`src/kvat_pkg.sv`:
```
// ----------------------------------------------------------------------------
// kvat_pkg
// Shared constants, command/status codes and control types for the
// key/value association table.
// ----------------------------------------------------------------------------
`timescale 1ns / 1ps
`default_nettype none

package kvat_pkg;

    localparam int TABLE_DEPTH = 16;
    localparam int IDX_W       = (TABLE_DEPTH > 1) ? $clog2(TABLE_DEPTH) : 1;
    localparam int CNT_W       = $clog2(TABLE_DEPTH + 1);

    localparam int KEY_W    = 32;
    localparam int VAL_W    = 32;
    localparam int CMD_W    = 2;
    localparam int STATUS_W = 2;
    localparam int ECNT_W   = 5;

    // input beat: tdata = {value, key}, tuser = cmd
    localparam int IN_DATA_W = KEY_W + VAL_W;
    localparam int IN_USER_W = CMD_W;

    // output beat: tdata = {entry_count, status, read_value, found}
    localparam int OUT_FIELDS_W = 1 + VAL_W + STATUS_W + ECNT_W;
    localparam int OUT_DATA_W   = ((OUT_FIELDS_W + 7) / 8) * 8;

    localparam logic [CMD_W-1:0] CMD_ASSOC  = 2'd0;
    localparam logic [CMD_W-1:0] CMD_LOOKUP = 2'd1;
    localparam logic [CMD_W-1:0] CMD_REMOVE = 2'd2;

    localparam logic [STATUS_W-1:0] ST_OK      = 2'd0;
    localparam logic [STATUS_W-1:0] ST_MISSING = 2'd1;
    localparam logic [STATUS_W-1:0] ST_FULL    = 2'd2;

    // controller -> datapath commands
    typedef struct packed {
        logic load_in;   // capture the input beat
        logic match;     // register key compare / free slot search
        logic exec;      // apply command to table, read value memory
        logic load_out;  // load output register
    } t_dp_cmd;

endpackage

`default_nettype wire

```
`src/kvat_ctrl.sv`:
```
// ----------------------------------------------------------------------------
// kvat_ctrl
// Sequencer for the table: accept, match, execute, respond. Owns the input
// ready and output valid handshake state.
// ----------------------------------------------------------------------------
`timescale 1ns / 1ps
`default_nettype none

module kvat_ctrl
    import kvat_pkg::*;
(
    input  wire     i_clk,
    input  wire     i_rst_n,
    input  wire     i_in_valid,
    output logic    o_in_ready,
    output logic    o_out_valid,
    input  wire     i_out_ready,
    output t_dp_cmd o_cmd
);

    localparam logic [1:0] S_IDLE  = 2'd0;
    localparam logic [1:0] S_MATCH = 2'd1;
    localparam logic [1:0] S_EXEC  = 2'd2;
    localparam logic [1:0] S_RESP  = 2'd3;

    logic [1:0] r_state, n_state;
    logic       r_out_valid, n_out_valid;
    logic       w_out_free;

    assign w_out_free = !r_out_valid || i_out_ready;
    assign o_in_ready  = (r_state == S_IDLE);
    assign o_out_valid = r_out_valid;

    always_comb begin
        n_state          = r_state;
        n_out_valid      = r_out_valid;
        o_cmd            = '0;
        if (r_out_valid && i_out_ready) begin
            n_out_valid = 1'b0;
        end
        case (r_state)
            S_IDLE: begin
                if (i_in_valid) begin
                    o_cmd.load_in = 1'b1;
                    n_state       = S_MATCH;
                end
            end
            S_MATCH: begin
                o_cmd.match = 1'b1;
                n_state     = S_EXEC;
            end
            S_EXEC: begin
                o_cmd.exec = 1'b1;
                n_state    = S_RESP;
            end
            S_RESP: begin
                // hold here while the previous result is still stalled
                if (w_out_free) begin
                    o_cmd.load_out = 1'b1;
                    n_out_valid    = 1'b1;
                    n_state        = S_IDLE;
                end
            end
            default: begin
                n_state = S_IDLE;
            end
        endcase
    end

    always_ff @(posedge i_clk) begin
        if (!i_rst_n) begin
            r_state     <= S_IDLE;
            r_out_valid <= 1'b0;
        end else begin
            r_state     <= n_state;
            r_out_valid <= n_out_valid;
        end
    end

endmodule

`default_nettype wire

```
`src/kvat_dpath.sv`:
```
// ----------------------------------------------------------------------------
// kvat_dpath
// Table datapath: key slots with parallel compare, valid bits, value memory,
// entry counter and output register.
// ----------------------------------------------------------------------------
`timescale 1ns / 1ps
`default_nettype none

module kvat_dpath
    import kvat_pkg::*;
(
    input  wire                   i_clk,
    input  wire                   i_rst_n,
    input  t_dp_cmd               i_cmd,
    input  wire [IN_DATA_W-1:0]   i_in_data,   // [31:0] key, [63:32] value
    input  wire [IN_USER_W-1:0]   i_in_user,   // [1:0] cmd
    output logic [OUT_DATA_W-1:0] o_out_data   // found, read_value, status, entry_count
);

    // captured beat
    logic [CMD_W-1:0] r_cmd;
    logic [KEY_W-1:0] r_key;
    logic [VAL_W-1:0] r_val;

    // table state
    logic [TABLE_DEPTH-1:0] r_valid;
    logic [KEY_W-1:0]       r_keys [TABLE_DEPTH];
    logic [VAL_W-1:0]       r_vmem [TABLE_DEPTH];
    logic [CNT_W-1:0]       r_count;

    // match stage
    logic [TABLE_DEPTH-1:0] w_match;
    logic [IDX_W-1:0]       w_hit_idx;
    logic [IDX_W-1:0]       w_free_idx;
    logic                   r_present;
    logic                   r_full;
    logic [IDX_W-1:0]       r_hit_idx;
    logic [IDX_W-1:0]       r_free_idx;

    // exec stage results
    logic                   r_found;
    logic [STATUS_W-1:0]    r_status;
    logic                   r_rd_sel;
    logic [VAL_W-1:0]       r_rd_data;
    logic                   w_insert;
    logic                   w_vwr;
    logic [IDX_W-1:0]       w_vwr_idx;

    logic [OUT_DATA_W-1:0]  r_out_data;
    logic [VAL_W-1:0]       w_rd_value;

    always_ff @(posedge i_clk) begin
        if (i_cmd.load_in) begin
            r_cmd <= i_in_user;
            r_key <= i_in_data[KEY_W-1:0];
            r_val <= i_in_data[KEY_W +: VAL_W];
        end
    end

    // parallel compare, lowest index wins
    always_comb begin
        w_hit_idx  = '0;
        w_free_idx = '0;
        for (int i = TABLE_DEPTH - 1; i >= 0; i--) begin
            w_match[i] = r_valid[i] && (r_keys[i] == r_key);
            if (w_match[i]) begin
                w_hit_idx = IDX_W'(i);
            end
            if (!r_valid[i]) begin
                w_free_idx = IDX_W'(i);
            end
        end
    end

    always_ff @(posedge i_clk) begin
        if (i_cmd.match) begin
            r_present  <= |w_match;
            r_full     <= &r_valid;
            r_hit_idx  <= w_hit_idx;
            r_free_idx <= w_free_idx;
        end
    end

    assign w_insert  = (r_cmd == CMD_ASSOC) && !r_present && !r_full;
    assign w_vwr     = i_cmd.exec && (r_cmd == CMD_ASSOC) && (r_present || !r_full);
    assign w_vwr_idx = r_present ? r_hit_idx : r_free_idx;

    // valid bits and counter
    always_ff @(posedge i_clk) begin
        if (!i_rst_n) begin
            r_valid <= '0;
            r_count <= '0;
        end else if (i_cmd.exec) begin
            if (w_insert) begin
                r_valid[r_free_idx] <= 1'b1;
                r_count             <= r_count + CNT_W'(1);
            end else if ((r_cmd == CMD_REMOVE) && r_present) begin
                r_valid[r_hit_idx] <= 1'b0;
                r_count            <= r_count - CNT_W'(1);
            end
        end
    end

    always_ff @(posedge i_clk) begin
        if (i_cmd.exec && w_insert) begin
            r_keys[r_free_idx] <= r_key;
        end
    end

    // value memory: one write port, one registered read port
    always_ff @(posedge i_clk) begin
        if (w_vwr) begin
            r_vmem[w_vwr_idx] <= r_val;
        end
        if (i_cmd.exec) begin
            r_rd_data <= r_vmem[r_hit_idx];
        end
    end

    always_ff @(posedge i_clk) begin
        if (i_cmd.exec) begin
            r_found  <= 1'b0;
            r_status <= ST_OK;
            r_rd_sel <= 1'b0;
            case (r_cmd)
                CMD_ASSOC: begin
                    r_found <= r_present;
                    if (!r_present && r_full) begin
                        r_status <= ST_FULL;
                    end
                end
                CMD_LOOKUP: begin
                    r_found  <= r_present;
                    r_rd_sel <= r_present;
                    if (!r_present) begin
                        r_status <= ST_MISSING;
                    end
                end
                CMD_REMOVE: begin
                    r_found <= r_present;
                    if (!r_present) begin
                        r_status <= ST_MISSING;
                    end
                end
                default: begin
                    // unused code: no change, plain ok result
                end
            endcase
        end
    end

    assign w_rd_value = r_rd_sel ? r_rd_data : '0;

    always_ff @(posedge i_clk) begin
        if (i_cmd.load_out) begin
            r_out_data <= OUT_DATA_W'({ECNT_W'(r_count), r_status, w_rd_value, r_found});
        end
    end

    assign o_out_data = r_out_data;

endmodule

`default_nettype wire

```
`src/key_value_assoc_table.sv`:
```
// ----------------------------------------------------------------------------
// key_value_assoc_table
// Bounded associative key/value table (TABLE_DEPTH slots) driven by
// associate, lookup and remove commands.
// ----------------------------------------------------------------------------
// Usage:
//   Slave stream carries one command per beat: tuser = cmd, tdata = key and
//   value. Master stream returns one result beat per command: found,
//   read_value, status and the entry count after the command.
//   Each command runs through capture, parallel key compare and free-slot
//   search, table update with value-memory read, and output load, in order.
//   Input ready is high only in the idle step, so a new command is taken
//   only once the previous one has loaded its result; the compare/update
//   sequence and the registered value-memory read set these steps.
//   The output register holds one finished result, so the next command is
//   accepted and processed while that result waits. If the receiver stalls,
//   the sequencer holds in its response step until the output beat is taken.
//   Reset (synchronous, active low) empties the table at once: valid bits
//   and the entry count clear; key and value storage is not cleared.
// ----------------------------------------------------------------------------
`timescale 1ns / 1ps
`default_nettype none

module key_value_assoc_table
    import kvat_pkg::*;
(
    input  wire                   i_clk,
    input  wire                   i_rst_n,
    input  wire                   s_axis_tvalid,
    output logic                  s_axis_tready,
    input  wire [IN_DATA_W-1:0]   s_axis_tdata,   // [31:0] key, [63:32] value
    input  wire [IN_USER_W-1:0]   s_axis_tuser,   // [1:0] cmd
    output logic                  m_axis_tvalid,
    input  wire                   m_axis_tready,
    output logic [OUT_DATA_W-1:0] m_axis_tdata    // [0] found, [32:1] read_value,
                                                  // [34:33] status, [39:35] entry_count
);

    t_dp_cmd w_cmd;

    kvat_ctrl u_ctrl (
        .i_clk       (i_clk),
        .i_rst_n     (i_rst_n),
        .i_in_valid  (s_axis_tvalid),
        .o_in_ready  (s_axis_tready),
        .o_out_valid (m_axis_tvalid),
        .i_out_ready (m_axis_tready),
        .o_cmd       (w_cmd)
    );

    kvat_dpath u_dpath (
        .i_clk      (i_clk),
        .i_rst_n    (i_rst_n),
        .i_cmd      (w_cmd),
        .i_in_data  (s_axis_tdata),
        .i_in_user  (s_axis_tuser),
        .o_out_data (m_axis_tdata)
    );

endmodule

`default_nettype wire

```
`config.mk`:
```
export PLATFORM = sky130hd
export DESIGN_NAME = key_value_assoc_table
export DESIGN_NICKNAME = d
export VERILOG_FILES = /design/src/kvat_pkg.sv /design/src/kvat_ctrl.sv /design/src/kvat_dpath.sv /design/src/key_value_assoc_table.sv
export SDC_FILE = /design/constraint.sdc
export NUM_CORES = 1
export LEC_CHECK = 0
export BUFFER_PORTS_ARGS = -buffer_cell sky130_fd_sc_hd__buf_2
export CORE_UTILIZATION = 62
export CTS_BUF_LIST = sky130_fd_sc_hd__clkbuf_4 sky130_fd_sc_hd__clkbuf_8
export DETAILED_ROUTE_END_ITERATION = 16
export GPL_TIMING_DRIVEN = 0
export PLACE_DENSITY = 0.81
export SLEW_MARGIN = 30
export SYNTH_ARGS = -nofsm -noshare
export SYNTH_HDL_FRONTEND = slang
export SYNTH_SLANG_ARGS = --single-unit
```
`constraint.sdc`:
```
create_clock -name i_clk -period 6.2 [get_ports i_clk]
set_clock_uncertainty 0.1 [all_clocks]
set_input_delay 0.31 -clock i_clk [delete_from_list [all_inputs] [get_ports i_clk]]
set_output_delay 0.31 -clock i_clk [all_outputs]
set_load 0.005 [all_outputs]
```
# Word level (Yosys, flattened, before mapping)
# Memories as Yosys holds them, arrays and structs flattened. A register that Yosys moved wholly into a read port is not among the register bits.
# Cells that the tools add are included.
[classes] addsub=2 order_cmp=4 eq_ne=23 mux=58 bitwise=3 n_reduce_logical=46
[ops] operator="32-bit equality test" count=16
[ops] operator="4-bit 2-to-1 mux" count=17
[ops] operator="16-bit 2-to-1 mux" count=2
[ops] operator="1-bit logical AND" count=26
[ops] operator="3-bit 2-to-1 mux" count=8
[ops] operator="1-bit 2-to-1 mux" count=18
[ops] operator="16-bit bitwise AND" count=1
[ops] operator="16-bit NOT" count=1
[ops] operator="16-bit OR" count=1
[ops] operator="16-bit AND reduction" count=1
[ops] operator="16-bit OR reduction" count=1
[ops] operator="2-bit 2-to-1 mux" count=7
[ops] operator="4-bit by 5-bit < comparator with 1-bit output, second input constant" count=2
[ops] operator="5-bit 2-to-1 mux" count=2
[ops] operator="1-bit demux with 4-bit select" count=2
[ops] operator="4-bit by 1-bit >= comparator with 1-bit output, second input constant" count=2
[ops] operator="2-bit case mux with 4 select lines" count=1
[ops] operator="8-bit AND reduction" count=1
[ops] operator="8-bit OR reduction" count=1
[ops] operator="2-bit equality test, second input constant" count=3
[ops] operator="2-bit AND reduction" count=3
[ops] operator="5-bit by 1-bit adder with 5-bit output, second input constant" count=1
[ops] operator="5-bit by 1-bit subtractor with 5-bit output, second input constant" count=1
[ops] operator="2-bit by 1-bit equality test with 1-bit output, second input constant" count=2
[ops] operator="other kinds (11)" count=16
[word_totals] regBits=144 ramBits=1024 input_bits=70 output_inout_bits=42 n_memories=2
[mem_list] memory="u_dpath.r_keys" words=16 width=32 rd=16 rd_ports_with_merged_regs=0 write_ports=1 line_no="kvat_dpath.sv:27" rtl="logic [KEY_W-1:0] r_keys [TABLE_DEPTH];"
[mem_list] memory="u_dpath.r_vmem" words=16 width=32 rd=1 rd_ports_with_merged_regs=1 write_ports=1 line_no="kvat_dpath.sv:28" rtl="logic [VAL_W-1:0] r_vmem [TABLE_DEPTH];"

# Logic depth before layout (Yosys ltp)
# An unclocked memory read counts as a cell.
[depth] depth_word=18 mapped_depth=11 depth_no_buf=10

# By module
# From an unflattened synthesis, not the netlist that was laid out.
[unflattened] cells_unflattened=2443 area_unflattened_um2=47326.6
[modules_own_cells] module="kvat_dpath" n_inst=1 cells_per_inst=2422 area_each_um2=47126.4 seq_area_each_um2=35734.3
[modules_own_cells] module="kvat_ctrl" n_inst=1 cells_per_inst=21 area_each_um2=200.2 seq_area_each_um2=60.1

# Worst setup path after synthesis
# Ideal clock, no wire load.
[synth_path] path_type="reg-to-reg" startpoint="register u_ctrl.r_state[0]" endpoint="memory u_dpath.r_keys[0][0] (enable)" setup_ps=463 arrival_time_ps=4317 t_required_ps=5637 slack_ps=1320 stages_incl_launch_ff=6 n_path_buf=0 synth_period_minus_slack_ps=4880 cell_sequence="dfxtp_1 > inv_1 > ha_1 > nand3_1 > or3_1 > nor3_1"
[synth_between] elab_chain_cells=5
[synth_rtl] item="start, declared" line_no="kvat_ctrl.sv:26" rtl="logic [1:0] r_state, n_state;"
[synth_rtl] item="start signal, assigned" line_no="kvat_ctrl.sv:75" rtl="r_state <= n_state;"
[synth_rtl] item="2-bit equality test" line_no="kvat_ctrl.sv:41" rtl="case (r_state)"
[synth_rtl] item="1-bit 2-to-1 mux" line_no="kvat_ctrl.sv:41"
[synth_rtl] item="1-bit logical AND" line_no="kvat_dpath.sv:105" rtl="if (i_cmd.exec && w_insert) begin"
[synth_rtl] item="1-bit 2-to-1 mux" line_no="kvat_dpath.sv:105"
[synth_rtl] item="1-bit 2-to-1 mux (not written as such)" line_no="kvat_dpath.sv:106" rtl="r_keys[r_free_idx] <= r_key;"
[synth_rtl] item="end, declared" line_no="kvat_dpath.sv:27"
# Every way passes these cells.

# Worst setup path after layout
[layout_path] startpoint="register u_dpath.r_key[26]" endpoint="register u_dpath.r_hit_idx[3], data pin"
[layout_between] elab_chain_cells=10
[layout_rtl] item="start, declared" line_no="kvat_dpath.sv:22" rtl="logic [KEY_W-1:0] r_key;"
[layout_rtl] item="start signal, assigned" line_no="kvat_dpath.sv:55" rtl="r_key <= i_in_data[KEY_W-1:0];"
[layout_rtl] item="32-bit equality test" line_no="kvat_dpath.sv:65" rtl="w_match[i] = r_valid[i] && (r_keys[i] == r_key);"
[layout_rtl] item="1-bit logical AND" line_no="kvat_dpath.sv:65"
[layout_rtl] item="4-bit 2-to-1 mux (8 in series)" line_no="kvat_dpath.sv:66" rtl="if (w_match[i]) begin"
[layout_rtl] item="end signal, assigned" line_no="kvat_dpath.sv:79" rtl="r_hit_idx <= w_hit_idx;"
[layout_rtl] item="end, declared" line_no="kvat_dpath.sv:37" rtl="logic [IDX_W-1:0] r_hit_idx;"
# Parallel ways exist; a longest one is shown, timed or not.
# A chain may end at the register's enable or synchronous reset.

==> run_results.csv <==
group,metric,value,unit
worst_setup_path,r2r_end,"u_dpath.r_hit_idx[3]$_SDFFCE_PP0N_",
synth,synth_top_area_share,74.62,%
synth,synth.distinct_cells,50,
synth,synth_area_leader_cell,"edfxtp_1",
power,ir_drop,0.2690,mV
finish,final_util,73.67,%
synth,synth_cells,2434,
clocking,clock_latency,880,ps
power,power,20.71,mW
finish,layout_common_cells,"1176 x edfxtp_1, 425 x xnor2_1, 186 x clkbuf_8",
synth,synth_edf_count,1176,
synth,yosysSeqAreaShare,75.64,%
place,gp_congestion,0.9116,
worst_setup_path,slowest_stage,"edfxtp_1",
drt,antenna_left,0,
clocking,htree_levels,4,
timing,setup_violations,0,
synth,yosys_most_used_dff,"edfxtp_1",
grt,grt_pass1_vias,26660,
clocking,clk_path_buf_depth,3,
finish,drive_gt1_share,25.48,%
worst_setup_path,worst_setup_path_end_kind,"register",
clocking,cts_root_buf,"clkbuf_8",
worst_setup_path,worstRegToRegCells,9,
floorplan,fp.dieH,278.3,um
place,place_inst,3591,
worst_setup_path,cp.required,6660,ps
floorplan,pin_count,112,
worst_setup_path,slowest_delay,1020,ps
drt,post_drt_via_cell_ratio,6.592,
finish,final_cells,4000,
synth,syn_area,47320,um2
worst_setup_path,cp-startpoint,"u_dpath.r_key[26]$_DFFE_PP_",
finish,syn_to_final_growth,16.67,%
timing,fin_crit,4623,ps
finish,nets,2966,
grt,grt_pass1_wl,180.1,mm
min_path,hold-path-cell-count,2,
grt,grt_antenna_before_repair,5,
clocking,postCtsSetupBuffers,0,
power,powerDensity,375.1,nW/um2
floorplan,core,74950,um2
worst_setup_path,arrival,5080,ps
floorplan,rows,100,
worst_setup_path,critPathMaxFanout,17,
min_path,min_to,"u_dpath.r_key[12]$_DFFE_PP_",
worst_setup_path,cp_cell_sequence,"buf_2 -> xnor2_1 -> nand4_1 -> nor4_1 -> nand4_1 -> or4_1 -> nand2_1 -> nor3_1 -> nor3_1",
finish,final_area,55210,um2
outcome,status,"finished clean",
clocking,ctsResizeCount,0,
synth,synth-seq-cells,1200,
worst_setup_path,cp_num_buf_inv,1,
min_path,worstHoldStart,"s_axis_tdata[12]",
timing,hold_viol_final,0,
place,place_hpwl,80.59,mm
place,port_buffers,111,
finish,final_common_cell,"edfxtp_1",
worst_setup_path,r2r_slack,1580,ps
clocking,cts_tree,"yes",
drt,first_pass_iters,6,
synth,syn_avg_cell_area,19.44,um2
worst_setup_path,path_delay_family,"simple AND/OR/NAND/NOR gates",
place,dpl_cell_area,50850,um2
place,preCtsSetupSlack,1843,ps
floorplan,die_x,278.3,um
job,max_cap_violations,0,
drt,num_vias,26366,
power,p_leak,17.65,nW
timing,post-route-period-util,74.56,%
worst_setup_path,r2r_start,"u_dpath.r_key[26]$_DFFE_PP_",
grt,grtUsageTotal,33.39,%
grt,gr-total-overflow,0,
clocking,cts.sinks,1200,
timing,setup_ws,1577,ps
worst_setup_path,critPathLaunchType,"register",
timing,fmax,0.2163,GHz
clocking,cts.clk_slew.worst_paths,70,ps
worst_setup_path,critPathKind,"register to register",
clocking,cts_made_buffers,181,
synth,synthArstFlopShare,0,%
synth,synth_fp_nets,2517,
synth,synth_area_leaders,"edfxtp_1 75%, xnor2_1 7.9%, mux4_2 7.6%",
min_path,hold_path_class,"primary input to register",
timing,slew_viol_final,0,
synth,yosys_warnings,0,
timing,slew_headroom,22.65,%
timing,max_slew.worst_pin.slew,1160,ps
floorplan,initial_core_util,63.14,%
timing,rsz0062_at_grt,"no",
floorplan,dieArea,77440,um2
clocking,cts_hold_buf,74,
drt,post_drt_wl_per_cell,32.26,um
drt,drc,0,
drt,drt-total-wl,129.0,mm
grt,grt_max_degree,29,
drt,drtIter0Drc,4548,
-- worst register-to-register path: stages (launching register included) --
cell and delay, ps:
edfxtp_1 1020, buf_2 500, xnor2_1 180, nand4_1 150, nor4_1 560, nand4_1 410
or4_1 740, nand2_1 160, nor3_1 80, nor3_1 430
-- state kept, by name, indices dropped and copies added (netlist names), 4 cells and up --
register and cells:
u_dpath.r_rd_data 32, u_dpath.r_key 32, u_dpath.r_hit_idx 4, u_dpath.r_val 32, u_dpath.r_vmem 512, u_dpath.o_out_data 40
u_dpath.r_free_idx 4, u_dpath.r_keys 512, u_dpath.r_count 5, u_dpath.r_valid 16
-- through the flow --
step	setup TNS (ps)	hold WS, ps
after floorplan	0	300.3
after global placement	-291120	311.9
after detailed placement	0	319.0
after CTS	0	4.504
after global routing	0	33.98
final	0	64.08
-- per-layer routing --
metal  GRT usage [%]  vias to the layer above  wire length, um
li1                -                    10405                -
met2           52.01                     2372            60880
met3           9.293                      441            17580
met5               0                        -                0
met1           44.26                    13148            44310
met4           15.43                        0             6275
-- area by class of cell --
cell class | instances | area (um2)
fill | 3851 | 19740
buffer | 110 | 706.9
inverter | 14 | 52.55
antenna | 5 | 12.51
sequential | 1200 | 35790
clock buffer | 249 | 3033
tap | 969 | 1212
timing repair buffer | 266 | 2840
clock inverter | 77 | 519.2
multi-input combinational | 1110 | 11040
-- where the power goes --
| group | internal [mW] | total, mW | switching (mW) |
|---|---|---|---|
| sequential | 9.74 | 10.4 | 0.652 |
| clock | 3.32 | 6.44 | 3.12 |
| combinational | 1.58 | 3.87 | 2.29 |
| total | 14.6 | 20.7 | 6.06 |
-- synthesized netlist by cell type (all sizes together) (22+ instances only) --
cell type / number
nor2: 53
nor4: 37
nand2: 29
dfxtp: 24
clkbuf: 30
buf: 80
o21a: 22
nand4: 110
xnor2: 428
mux4: 160
and2: 37
edfxtp: 1176
nand3: 30
xor2: 89
-- worst max-delay path by stage --
stage	cells past startpoint	slack [ps]	to
after floorplan	5	1320	u_dpath.r_keys[0][0]$_DFFE_PP_
after global placement	5	-920	u_dpath.r_keys[2][21]$_DFFE_PP_
after detailed placement	10	1840	u_dpath.r_hit_idx[0]$_SDFFCE_PP0N_
after CTS	10	1770	u_dpath.r_hit_idx[0]$_SDFFCE_PP0N_
after global routing	10	1670	u_dpath.r_hit_idx[0]$_SDFFCE_PP0N_
final	9	1580	u_dpath.r_hit_idx[3]$_SDFFCE_PP0N_
-- cell families (layout without fill, tap and decap cells) --
| kind of cell | count (synthesis) | after routing | share of synthesized area (%) |
|---|---|---|---|
| buf+inv | 124 | 716 | 1.581 |
| mux | 165 | 165 | 7.723 |
| simple gates | 347 | 347 | 4.140 |
| xor+xnor | 517 | 517 | 9.616 |
| flops | 1200 | 1200 | 75.64 |
| fa+ha+maj | 13 | 13 | 0.3596 |
| compound gates | 68 | 68 | 0.9439 |
| other cells | 0 | 5 | 0 |
Power figures use the tool's default switching activity.
